--- src/hw/rtl/ipru_pkg.sv ---
// Shared types and constants for the integer pixel replication upscaler.
package ipru_pkg;

    localparam int COLOR_W = 8;
    localparam int ADDR_W  = 30;
    localparam int DIM_W   = 13;
    localparam int SCALE_W = 4;
    localparam int PADDR_W = 4;
    localparam int PDATA_W = 32;

    localparam logic [1:0] REG_SRC_WIDTH    = 2'd0;
    localparam logic [1:0] REG_SRC_HEIGHT   = 2'd1;
    localparam logic [1:0] REG_SCALE_FACTOR = 2'd2;

    localparam logic [DIM_W-1:0]   RST_SRC_WIDTH    = 13'd640;
    localparam logic [DIM_W-1:0]   RST_SRC_HEIGHT   = 13'd480;
    localparam logic [SCALE_W-1:0] RST_SCALE_FACTOR = 4'd2;

    typedef struct packed {
        logic [DIM_W-1:0]   src_width;
        logic [DIM_W-1:0]   src_height;
        logic [SCALE_W-1:0] scale_factor;
    } cfg_t;

    typedef struct packed {
        logic [COLOR_W-1:0] red;
        logic [COLOR_W-1:0] green;
        logic [COLOR_W-1:0] blue;
    } pix_t;

    typedef struct packed {
        logic load;
        logic base;
        logic step;
    } cmd_t;

    typedef struct packed {
        logic block_last;
    } sts_t;

endpackage

--- src/hw/rtl/ipru_ifs.sv ---
// Stream interfaces for source pixel items and upscaled copy items.
interface ipru_pix_if;
    logic                        valid;
    logic                        ready;
    logic [ipru_pkg::COLOR_W-1:0] pix_red;
    logic [ipru_pkg::COLOR_W-1:0] pix_green;
    logic [ipru_pkg::COLOR_W-1:0] pix_blue;

    modport source (output valid, output pix_red, output pix_green, output pix_blue,
                    input ready);
    modport sink (input valid, input pix_red, input pix_green, input pix_blue,
                  output ready);
endinterface

interface ipru_blk_if;
    logic                        valid;
    logic                        ready;
    logic [ipru_pkg::ADDR_W-1:0]  dest_addr;
    logic [ipru_pkg::COLOR_W-1:0] out_red;
    logic [ipru_pkg::COLOR_W-1:0] out_green;
    logic [ipru_pkg::COLOR_W-1:0] out_blue;
    logic                        block_last;

    modport source (output valid, output dest_addr, output out_red, output out_green,
                    output out_blue, output block_last, input ready);
    modport sink (input valid, input dest_addr, input out_red, input out_green,
                  input out_blue, input block_last, output ready);
endinterface

--- src/hw/rtl/ipru_cfg.sv ---
// APB configuration registers of the upscaler.
module ipru_cfg (
    input  logic                          clk,
    input  logic                          rst_n,
    input  logic                          psel,
    input  logic                          penable,
    input  logic                          pwrite,
    input  logic [ipru_pkg::PADDR_W-1:0]  paddr,
    input  logic [ipru_pkg::PDATA_W-1:0]  pwdata,
    output logic [ipru_pkg::PDATA_W-1:0]  prdata,
    output logic                          pready,
    output ipru_pkg::cfg_t                cfg
);

    logic [ipru_pkg::DIM_W-1:0]   src_width_reg;
    logic [ipru_pkg::DIM_W-1:0]   src_height_reg;
    logic [ipru_pkg::SCALE_W-1:0] scale_factor_reg;
    logic                         wr_en;
    logic [1:0]                   reg_idx;

    assign pready  = 1'b1;
    assign wr_en   = psel && penable && pwrite && pready;
    assign reg_idx = paddr[3:2];

    always_ff @(posedge clk or negedge rst_n)
    begin
        if (!rst_n)
        begin
            src_width_reg    <= ipru_pkg::RST_SRC_WIDTH;
            src_height_reg   <= ipru_pkg::RST_SRC_HEIGHT;
            scale_factor_reg <= ipru_pkg::RST_SCALE_FACTOR;
        end
        else if (wr_en)
        begin
            unique case (reg_idx)
                ipru_pkg::REG_SRC_WIDTH:    src_width_reg    <= pwdata[ipru_pkg::DIM_W-1:0];
                ipru_pkg::REG_SRC_HEIGHT:   src_height_reg   <= pwdata[ipru_pkg::DIM_W-1:0];
                ipru_pkg::REG_SCALE_FACTOR: scale_factor_reg <= pwdata[ipru_pkg::SCALE_W-1:0];
                default: ;
            endcase
        end
    end

    always_comb
    begin
        unique case (reg_idx)
            ipru_pkg::REG_SRC_WIDTH:    prdata = ipru_pkg::PDATA_W'(src_width_reg);
            ipru_pkg::REG_SRC_HEIGHT:   prdata = ipru_pkg::PDATA_W'(src_height_reg);
            ipru_pkg::REG_SCALE_FACTOR: prdata = ipru_pkg::PDATA_W'(scale_factor_reg);
            default:                    prdata = '0;
        endcase
    end

    assign cfg.src_width    = src_width_reg;
    assign cfg.src_height   = src_height_reg;
    assign cfg.scale_factor = scale_factor_reg;

endmodule

--- src/hw/rtl/ipru_ctrl.sv ---
// Controller state machine: accept, address setup and copy emission.
module ipru_ctrl (
    input  logic           clk,
    input  logic           rst_n,
    input  logic           in_valid,
    output logic           in_ready,
    output logic           out_valid,
    input  logic           out_ready,
    input  ipru_pkg::sts_t sts,
    output ipru_pkg::cmd_t cmd
);

    localparam logic [1:0] ST_IDLE = 2'd0;
    localparam logic [1:0] ST_BASE = 2'd1;
    localparam logic [1:0] ST_EMIT = 2'd2;

    logic [1:0] state_reg;
    logic [1:0] state_next;

    always_comb
    begin
        state_next = state_reg;
        in_ready   = 1'b0;
        out_valid  = 1'b0;
        cmd        = '0;
        unique case (state_reg)
            ST_IDLE:
            begin
                in_ready = 1'b1;
                if (in_valid)
                begin
                    cmd.load   = 1'b1;
                    state_next = ST_BASE;
                end
            end
            ST_BASE:
            begin
                cmd.base   = 1'b1;
                state_next = ST_EMIT;
            end
            ST_EMIT:
            begin
                out_valid = 1'b1;
                if (out_ready)
                begin
                    cmd.step = 1'b1;
                    if (sts.block_last)
                    begin
                        state_next = ST_IDLE;
                    end
                end
            end
            default:
            begin
                state_next = ST_IDLE;
            end
        endcase
    end

    always_ff @(posedge clk or negedge rst_n)
    begin
        if (!rst_n)
        begin
            state_reg <= ST_IDLE;
        end
        else
        begin
            state_reg <= state_next;
        end
    end

endmodule

--- src/hw/rtl/ipru_dp.sv ---
// Datapath: source counters, address products and copy address stepping.
module ipru_dp #(
    parameter int MAX_WIDTH  = 4096,
    parameter int MAX_HEIGHT = 4096,
    parameter int MAX_SCALE  = 8
) (
    input  logic                          clk,
    input  logic                          rst_n,
    input  ipru_pkg::cfg_t                cfg,
    input  ipru_pkg::pix_t                pix_in,
    input  ipru_pkg::cmd_t                cmd,
    output ipru_pkg::sts_t                sts,
    output logic [ipru_pkg::ADDR_W-1:0]   dest_addr,
    output ipru_pkg::pix_t                pix_out
);

    localparam int COL_W  = (MAX_WIDTH > 1) ? $clog2(MAX_WIDTH) : 1;
    localparam int ROW_W  = (MAX_HEIGHT > 1) ? $clog2(MAX_HEIGHT) : 1;
    localparam int W_W    = $clog2(MAX_WIDTH + 1);
    localparam int H_W    = $clog2(MAX_HEIGHT + 1);
    localparam int S_W    = $clog2(MAX_SCALE + 1);
    localparam int IJ_W   = (MAX_SCALE > 1) ? $clog2(MAX_SCALE) : 1;
    localparam int Y_W    = ROW_W + S_W;
    localparam int X_W    = COL_W + S_W;
    localparam int DW_W   = W_W + S_W;
    localparam int PROD_W = Y_W + DW_W;
    localparam int AW     = ipru_pkg::ADDR_W;

    logic [W_W-1:0]    w_eff;
    logic [H_W-1:0]    h_eff;
    logic [S_W-1:0]    s_eff;
    logic [COL_W-1:0]  col_reg;
    logic [COL_W-1:0]  col_next;
    logic [ROW_W-1:0]  row_reg;
    logic [ROW_W-1:0]  row_next;
    logic [IJ_W-1:0]   i_reg;
    logic [IJ_W-1:0]   i_next;
    logic [IJ_W-1:0]   j_reg;
    logic [IJ_W-1:0]   j_next;
    logic [Y_W-1:0]    y0_reg;
    logic [X_W-1:0]    x0_reg;
    logic [DW_W-1:0]   dw_reg;
    logic [AW-1:0]     base_reg;
    logic [AW-1:0]     base_next;
    logic [AW-1:0]     addr_reg;
    logic [AW-1:0]     addr_next;
    logic [PROD_W-1:0] prod;
    logic              col_wrap;
    logic              row_wrap;
    logic              row_end;
    ipru_pkg::pix_t    pix_reg;

    always_comb
    begin
        if (cfg.src_width == '0)
            w_eff = W_W'(1);
        else if (32'(cfg.src_width) > 32'(MAX_WIDTH))
            w_eff = W_W'(MAX_WIDTH);
        else
            w_eff = W_W'(cfg.src_width);

        if (cfg.src_height == '0)
            h_eff = H_W'(1);
        else if (32'(cfg.src_height) > 32'(MAX_HEIGHT))
            h_eff = H_W'(MAX_HEIGHT);
        else
            h_eff = H_W'(cfg.src_height);

        if (cfg.scale_factor == '0)
            s_eff = S_W'(1);
        else if (32'(cfg.scale_factor) > 32'(MAX_SCALE))
            s_eff = S_W'(MAX_SCALE);
        else
            s_eff = S_W'(cfg.scale_factor);
    end

    assign row_end        = (S_W'(j_reg) == s_eff - S_W'(1));
    assign sts.block_last = row_end && (S_W'(i_reg) == s_eff - S_W'(1));

    assign col_wrap = (32'(col_reg) + 32'd1 >= 32'(w_eff));
    assign row_wrap = (32'(row_reg) + 32'd1 >= 32'(h_eff));
    assign prod     = PROD_W'(y0_reg) * PROD_W'(dw_reg);

    always_comb
    begin
        col_next  = col_reg;
        row_next  = row_reg;
        i_next    = i_reg;
        j_next    = j_reg;
        base_next = base_reg;
        addr_next = addr_reg;
        if (cmd.base)
        begin
            base_next = AW'(prod) + AW'(x0_reg);
            addr_next = AW'(prod) + AW'(x0_reg);
            i_next    = '0;
            j_next    = '0;
            if (col_wrap)
            begin
                col_next = '0;
                row_next = row_wrap ? '0 : row_reg + ROW_W'(1);
            end
            else
            begin
                col_next = col_reg + COL_W'(1);
            end
        end
        else if (cmd.step)
        begin
            if (row_end)
            begin
                j_next    = '0;
                i_next    = i_reg + IJ_W'(1);
                base_next = base_reg + AW'(1);
                addr_next = base_reg + AW'(1);
            end
            else
            begin
                j_next    = j_reg + IJ_W'(1);
                addr_next = addr_reg + AW'(dw_reg);
            end
        end
    end

    always_ff @(posedge clk or negedge rst_n)
    begin
        if (!rst_n)
        begin
            col_reg <= '0;
            row_reg <= '0;
            i_reg   <= '0;
            j_reg   <= '0;
        end
        else
        begin
            col_reg <= col_next;
            row_reg <= row_next;
            i_reg   <= i_next;
            j_reg   <= j_next;
        end
    end

    always_ff @(posedge clk)
    begin
        if (cmd.load)
        begin
            pix_reg <= pix_in;
            y0_reg  <= Y_W'(row_reg) * Y_W'(s_eff);
            x0_reg  <= X_W'(col_reg) * X_W'(s_eff);
            dw_reg  <= DW_W'(w_eff) * DW_W'(s_eff);
        end
        base_reg <= base_next;
        addr_reg <= addr_next;
    end

    assign dest_addr = addr_reg;
    assign pix_out   = pix_reg;

endmodule

--- src/hw/rtl/integer_pixel_replication_upscaler.sv ---
// Top level of the integer pixel replication upscaler.
// A taken pixel goes through the address setup state before its first copy is offered.
// Copies leave one per cycle while blk.ready is high; a stall holds the current copy.
// A new pixel is taken only after the last copy of the previous pixel is accepted.
// Reset: rst_n asynchronous; counters to zero, registers to 640 x 480 at scale 2.
module integer_pixel_replication_upscaler #(
    parameter int MAX_WIDTH  = 4096,
    parameter int MAX_HEIGHT = 4096,
    parameter int MAX_SCALE  = 8
) (
    input  logic                         clk,
    input  logic                         rst_n,
    ipru_pix_if.sink                     pix,
    ipru_blk_if.source                   blk,
    input  logic                         psel,
    input  logic                         penable,
    input  logic                         pwrite,
    input  logic [ipru_pkg::PADDR_W-1:0] paddr,
    input  logic [ipru_pkg::PDATA_W-1:0] pwdata,
    output logic [ipru_pkg::PDATA_W-1:0] prdata,
    output logic                         pready
);

    ipru_pkg::cfg_t cfg;
    ipru_pkg::cmd_t cmd;
    ipru_pkg::sts_t sts;
    ipru_pkg::pix_t pix_in;
    ipru_pkg::pix_t pix_out;

    assign pix_in.red   = pix.pix_red;
    assign pix_in.green = pix.pix_green;
    assign pix_in.blue  = pix.pix_blue;

    ipru_cfg u_cfg (
        .clk     (clk),
        .rst_n   (rst_n),
        .psel    (psel),
        .penable (penable),
        .pwrite  (pwrite),
        .paddr   (paddr),
        .pwdata  (pwdata),
        .prdata  (prdata),
        .pready  (pready),
        .cfg     (cfg)
    );

    ipru_ctrl u_ctrl (
        .clk       (clk),
        .rst_n     (rst_n),
        .in_valid  (pix.valid),
        .in_ready  (pix.ready),
        .out_valid (blk.valid),
        .out_ready (blk.ready),
        .sts       (sts),
        .cmd       (cmd)
    );

    ipru_dp #(
        .MAX_WIDTH  (MAX_WIDTH),
        .MAX_HEIGHT (MAX_HEIGHT),
        .MAX_SCALE  (MAX_SCALE)
    ) u_dp (
        .clk       (clk),
        .rst_n     (rst_n),
        .cfg       (cfg),
        .pix_in    (pix_in),
        .cmd       (cmd),
        .sts       (sts),
        .dest_addr (blk.dest_addr),
        .pix_out   (pix_out)
    );

    assign blk.out_red    = pix_out.red;
    assign blk.out_green  = pix_out.green;
    assign blk.out_blue   = pix_out.blue;
    assign blk.block_last = sts.block_last;

    a_no_overlap: assert property (@(posedge clk) disable iff (!rst_n)
        pix.ready |-> !blk.valid)
        else $error("pixel taken while copies pending");

    a_setup_gap: assert property (@(posedge clk) disable iff (!rst_n)
        pix.valid && pix.ready |=> !blk.valid && !pix.ready)
        else $error("no setup cycle after pixel item");

    a_last_frees: assert property (@(posedge clk) disable iff (!rst_n)
        blk.valid && blk.ready && blk.block_last |=> pix.ready)
        else $error("block did not return to idle after last copy");

    a_more_copies: assert property (@(posedge clk) disable iff (!rst_n)
        blk.valid && blk.ready && !blk.block_last |=> blk.valid)
        else $error("copy sequence cut short");

endmodule
--- src/flat_wrapper.sv ---
// flat-port wrapper written by rule: the top's interface ports become plain ports
module integer_pixel_replication_upscaler_flat 
#(
    parameter int MAX_WIDTH  = 4096,
    parameter int MAX_HEIGHT = 4096,
    parameter int MAX_SCALE  = 8
)
  (clk, rst_n, psel, penable, pwrite, paddr, pwdata, prdata, pready, pix_valid, pix_pix_red, pix_pix_green, pix_pix_blue, pix_ready, blk_valid, blk_dest_addr, blk_out_red, blk_out_green, blk_out_blue, blk_block_last, blk_ready);
  ipru_pix_if pix_i ();
  ipru_blk_if blk_i ();
  input  logic clk;
  input  logic rst_n;
  input  logic psel;
  input  logic penable;
  input  logic pwrite;
  input  logic [ipru_pkg::PADDR_W-1:0] paddr;
  input  logic [ipru_pkg::PDATA_W-1:0] pwdata;
  output logic [ipru_pkg::PDATA_W-1:0] prdata;
  output logic pready;
  input wire logic [$bits(pix_i.valid)-1:0] pix_valid;
  input wire logic [$bits(pix_i.pix_red)-1:0] pix_pix_red;
  input wire logic [$bits(pix_i.pix_green)-1:0] pix_pix_green;
  input wire logic [$bits(pix_i.pix_blue)-1:0] pix_pix_blue;
  output wire logic [$bits(pix_i.ready)-1:0] pix_ready;
  output wire logic [$bits(blk_i.valid)-1:0] blk_valid;
  output wire logic [$bits(blk_i.dest_addr)-1:0] blk_dest_addr;
  output wire logic [$bits(blk_i.out_red)-1:0] blk_out_red;
  output wire logic [$bits(blk_i.out_green)-1:0] blk_out_green;
  output wire logic [$bits(blk_i.out_blue)-1:0] blk_out_blue;
  output wire logic [$bits(blk_i.block_last)-1:0] blk_block_last;
  input wire logic [$bits(blk_i.ready)-1:0] blk_ready;
  assign pix_i.valid = pix_valid;
  assign pix_i.pix_red = pix_pix_red;
  assign pix_i.pix_green = pix_pix_green;
  assign pix_i.pix_blue = pix_pix_blue;
  assign pix_ready = pix_i.ready;
  assign blk_valid = blk_i.valid;
  assign blk_dest_addr = blk_i.dest_addr;
  assign blk_out_red = blk_i.out_red;
  assign blk_out_green = blk_i.out_green;
  assign blk_out_blue = blk_i.out_blue;
  assign blk_block_last = blk_i.block_last;
  assign blk_i.ready = blk_ready;
  integer_pixel_replication_upscaler #(.MAX_WIDTH(MAX_WIDTH), .MAX_HEIGHT(MAX_HEIGHT), .MAX_SCALE(MAX_SCALE)) u_core (.clk(clk), .rst_n(rst_n), .pix(pix_i), .blk(blk_i), .psel(psel), .penable(penable), .pwrite(pwrite), .paddr(paddr), .pwdata(pwdata), .prdata(prdata), .pready(pready));
endmodule
--- config.mk ---
export PLATFORM = sky130hd
export DESIGN_NAME = integer_pixel_replication_upscaler_flat
export DESIGN_NICKNAME = d
export VERILOG_FILES = /design/src/hw/rtl/ipru_pkg.sv /design/src/hw/rtl/ipru_ifs.sv /design/src/hw/rtl/ipru_cfg.sv /design/src/hw/rtl/ipru_ctrl.sv /design/src/hw/rtl/ipru_dp.sv /design/src/hw/rtl/integer_pixel_replication_upscaler.sv /design/src/flat_wrapper.sv
export SDC_FILE = /design/constraint.sdc
export NUM_CORES = 1
export LEC_CHECK = 0
export BUFFER_PORTS_ARGS = -buffer_cell sky130_fd_sc_hd__buf_2
export CAP_MARGIN = 20
export CORE_MARGIN = 1
export CORE_UTILIZATION = 55
export CTS_BUF_LIST = sky130_fd_sc_hd__clkbuf_16
export DETAILED_ROUTE_END_ITERATION = 6
export PLACE_DENSITY = 0.83
export SYNTH_ARGS = -nofsm -noshare
export SYNTH_HDL_FRONTEND = slang
export SYNTH_HIERARCHICAL = 1
export SYNTH_SLANG_ARGS = --single-unit
export TNS_END_PERCENT = 5
--- constraint.sdc ---
create_clock -name clk -period 9.8 [get_ports clk]
set_input_delay 0.49 -clock clk [delete_from_list [all_inputs] [get_ports clk]]
set_output_delay 0.49 -clock clk [all_outputs]
set_load 0.005 [all_outputs]
==> run_results.csv <==
group,metric,value,unit
layout,nets,3169,
logic_synthesis,dominantRegCellSynth,"edfxtp_1",
sta,fmax,142,MHz
sta,fin_crit_sh,0.721,
logic_synthesis,ys_seq_elements,195,
setup_path,reg2reg_slack,2740,ps
global_route,grt_pass1_vias,19200,
sta,fin_tns_setup,0,ps
sta,clock_skew,23.9,ps
sta,setup_viol,0,
clocking,cts_tree,"yes",
clocking,cts_resized,0,
setup_path,crit_arrival,7270,ps
route,dr.pass1.iters,7,
sta,rsz0062_at_grt,"false",
global_route,antenna_found_initial,1,
setup_path,r2r-end,"u_core/u_dp/base_reg[29]",
logic_synthesis,synthArstFlopShare,0.318,
sta,tightest_slew,1040,ps
clocking,cts_setup_buffers,0,
floorplan,start_util,0.557,
setup_path,path_max_fanout,17,
clocking,clk_latency,480,ps
floorplan,die_x,211,µm
run,max-cap-violations,0,
logic_synthesis,synth.avg_cell_area,9.31,µm²
setup_path,critPathLaunch,"u_core/u_dp/dw_reg[9]",
min_path,hp-start,"pix_pix_green[6]",
floorplan,ioPinCount,157,
logic_synthesis,synth.area.top_cells,"fa_1, edfxtp_1, ha_1",
sta,max-slew-margin-rel,0.307,
clocking,clockBufferDepth,2,
route,vias,18600,
global_route,grtUsageTotal,0.261,
layout,area_growth_syn_to_layout,6.28,%
setup_path,r2r-start,"u_core/u_dp/dw_reg[9]",
clocking,htree_levels,4,
clocking,cts_root_buf,"clkbuf_16",
place,place.gp.congestion,0.883,
global_route,grt_pass1_wl,92000,µm
route,antenna_left,0,
setup_path,critPathCapture,"u_core/u_dp/base_reg[29]",
setup_path,required,10000,ps
clocking,numCtsBuffers,17,
clocking,cts_sinks,195,
clocking,cts_hold_buf,0,
sta,drv_slew,0,
layout,drive_gt1_frac,0.0897,
place,portBuffers,115,
sta,layout_min_cycle_time,7060,ps
floorplan,fp.coreArea,43100,µm²
logic_synthesis,yosysWarnings,6,
logic_synthesis,synth.top_cell.area_share,0.238,
floorplan,fp-row-count,76,
min_path,hold_path.class,"input port to flip-flop",
clocking,clkTransAtPathRegs,80,ps
route,routed_wl,56100,µm
route,via_per_inst,5.77,
logic_synthesis,yosys.area.top_type,"fa_1",
floorplan,die_area,44400,µm²
status,violations,"DRC",
setup_path,startpoint_type,"flip-flop",
sta,finalHoldViolations,0,
setup_path,critPathKind,"flip-flop to flip-flop",
route,remaining_drc_errors,1,
global_route,grt_overflow_total,0,
logic_synthesis,ys_seq_area_frac,0.232,
logic_synthesis,synth_cells,2577,
setup_path,end_kind,"flip-flop",
floorplan,die-height,211,µm
global_route,grt_max_degree,73,
route,drtIter0Drc,1500,
logic_synthesis,mappedNetlistArea,24000,µm²
status,status,"finished with violations",
logic_synthesis,synth_edf_count,133,
logic_synthesis,yosysUniqueCellTypes,87,
route,avgRoutedWirePerCell,17.4,µm
place,dp_hpwl,42800,µm
setup_path,reg2reg_depth,19,
[routing by layer]
metal	part of all wire	wire length (µm)	vias to the layer above	global-route usage
li1	-	-	8354	-
met1	0.39	21700	9262	0.318
met2	0.50	28300	804	0.458
met3	0.071	3960	161	0.0418
met4	0.038	2150	0	0.111
met5	0	0	-	0
[stage by stage]
| stage | cell area [µm²] | hold WS (ps) | util | setup slack, ps | instances |
|---|---|---|---|---|---|
| floorplan | 24100 | 194 | - | 3640 | 2595 |
| global placement | 24900 | 529 | 0.578 | 2960 | 3183 |
| detailed placement | 24900 | 539 | 0.578 | 2860 | 3183 |
| CTS | 25500 | 169 | 0.591 | 2850 | 3215 |
| global route | 25500 | 164 | 0.592 | 2530 | 3216 |
| finish | 25500 | 191 | 0.592 | 2740 | 3218 |
[cells by family after synthesis]
| kind of cell | Yosys count | synth area share |
|---|---|---|
| xor gates and xnor gates | 134 | 0.0489 |
| DFF | 195 | 0.232 |
| buffers and inverters | 522 | 0.0864 |
| muxes | 63 | 0.0298 |
| AOI/OAI and AO/OA | 315 | 0.0874 |
| and+or+nand+nor | 862 | 0.174 |
| adders and majority gates | 484 | 0.342 |
| other | 2 | 0.000313 |
[how the worst min path moves through the flow]
stage	endpoint	cells past startpoint
after detailed placement	u_core/u_cfg/src_width_reg[0]	1
after global placement	u_core/u_cfg/scale_factor_reg[0]	1
final	u_core/u_dp/pix_out[14]	1
after floorplan	u_core/u_cfg/scale_factor_reg[0]	0
after CTS	u_core/u_dp/pix_out[14]	1
after global routing	u_core/u_dp/pix_out[14]	1
[worst max-delay path, cell delays in order, from the launching register on]
cell and delay [ps]:
edfxtp_1 1040, nand2_1 190, fa_1 620, fa_1 440
fa_1 520, inv_1 50, fa_1 470, fa_1 540
inv_1 50, fa_1 520, inv_1 60, ha_1 380
a211oi_1 280, o21bai_1 150, o21ai_1 310, o211a_1 200
o211ai_1 200, a41o_1 330, nor4_1 330, a211oi_1 100
[cells in the mapped netlist, types with 10 or more instances]
library cell / n
a211oi_1: 16
a21o_1: 25
a21oi_1: 76
a31oi_1: 12
and2_1: 176
and3_1: 24
buf_1: 10
buf_4: 21
clkbuf_1: 82
dfrtp_1: 55
edfxtp_1: 133
fa_1: 285
ha_1: 199
inv_1: 397
mux2_2: 26
mux2_4: 10
mux2i_1: 25
nand2_1: 362
nand2b_1: 23
nand3_1: 43
nand4_1: 11
nor2_1: 120
nor2b_1: 25
nor3_1: 30
nor4_1: 13
o21a_1: 16
o21ai_0: 78
o21bai_1: 11
xnor2_1: 87
xor2_1: 47
[placed cells by master, fill, tap and decap left out, drive strengths merged, types with 12 or more instances in the layout]
| cell | instances |
|---|---|
| nand3 | 44 |
| fa | 285 |
| a21oi | 76 |
| xnor2 | 87 |
| a21o | 25 |
| a211oi | 17 |
| nand4 | 12 |
| o21ai | 84 |
| mux2 | 38 |
| clkbuf | 19 |
| nand2 | 362 |
| nor2 | 120 |
| buf | 128 |
| nand2b | 23 |
| nor2b | 26 |
| dfrtp | 55 |
| a31oi | 14 |
| nor4 | 13 |
| and3 | 24 |
| nor3 | 30 |
| o21a | 16 |
| xor2 | 47 |
| and2 | 176 |
| edfxtp | 133 |
| ha | 199 |
| inv | 406 |
| mux2i | 25 |
| conb | 20 |
[area by class of cell]
cell class	count	area, µm²
flip-flops and latches	195	5550
diodes	2	5.00
clock inverters	14	136
multi-input cells	1878	16400
fillers	3537	17600
well taps	585	732
repair buffers	129	681
inverters	397	1490
clock buffers	18	450
Power is not shown: default switching activity piles up to over one toggle a cycle in this logic, so the estimate is an artifact.
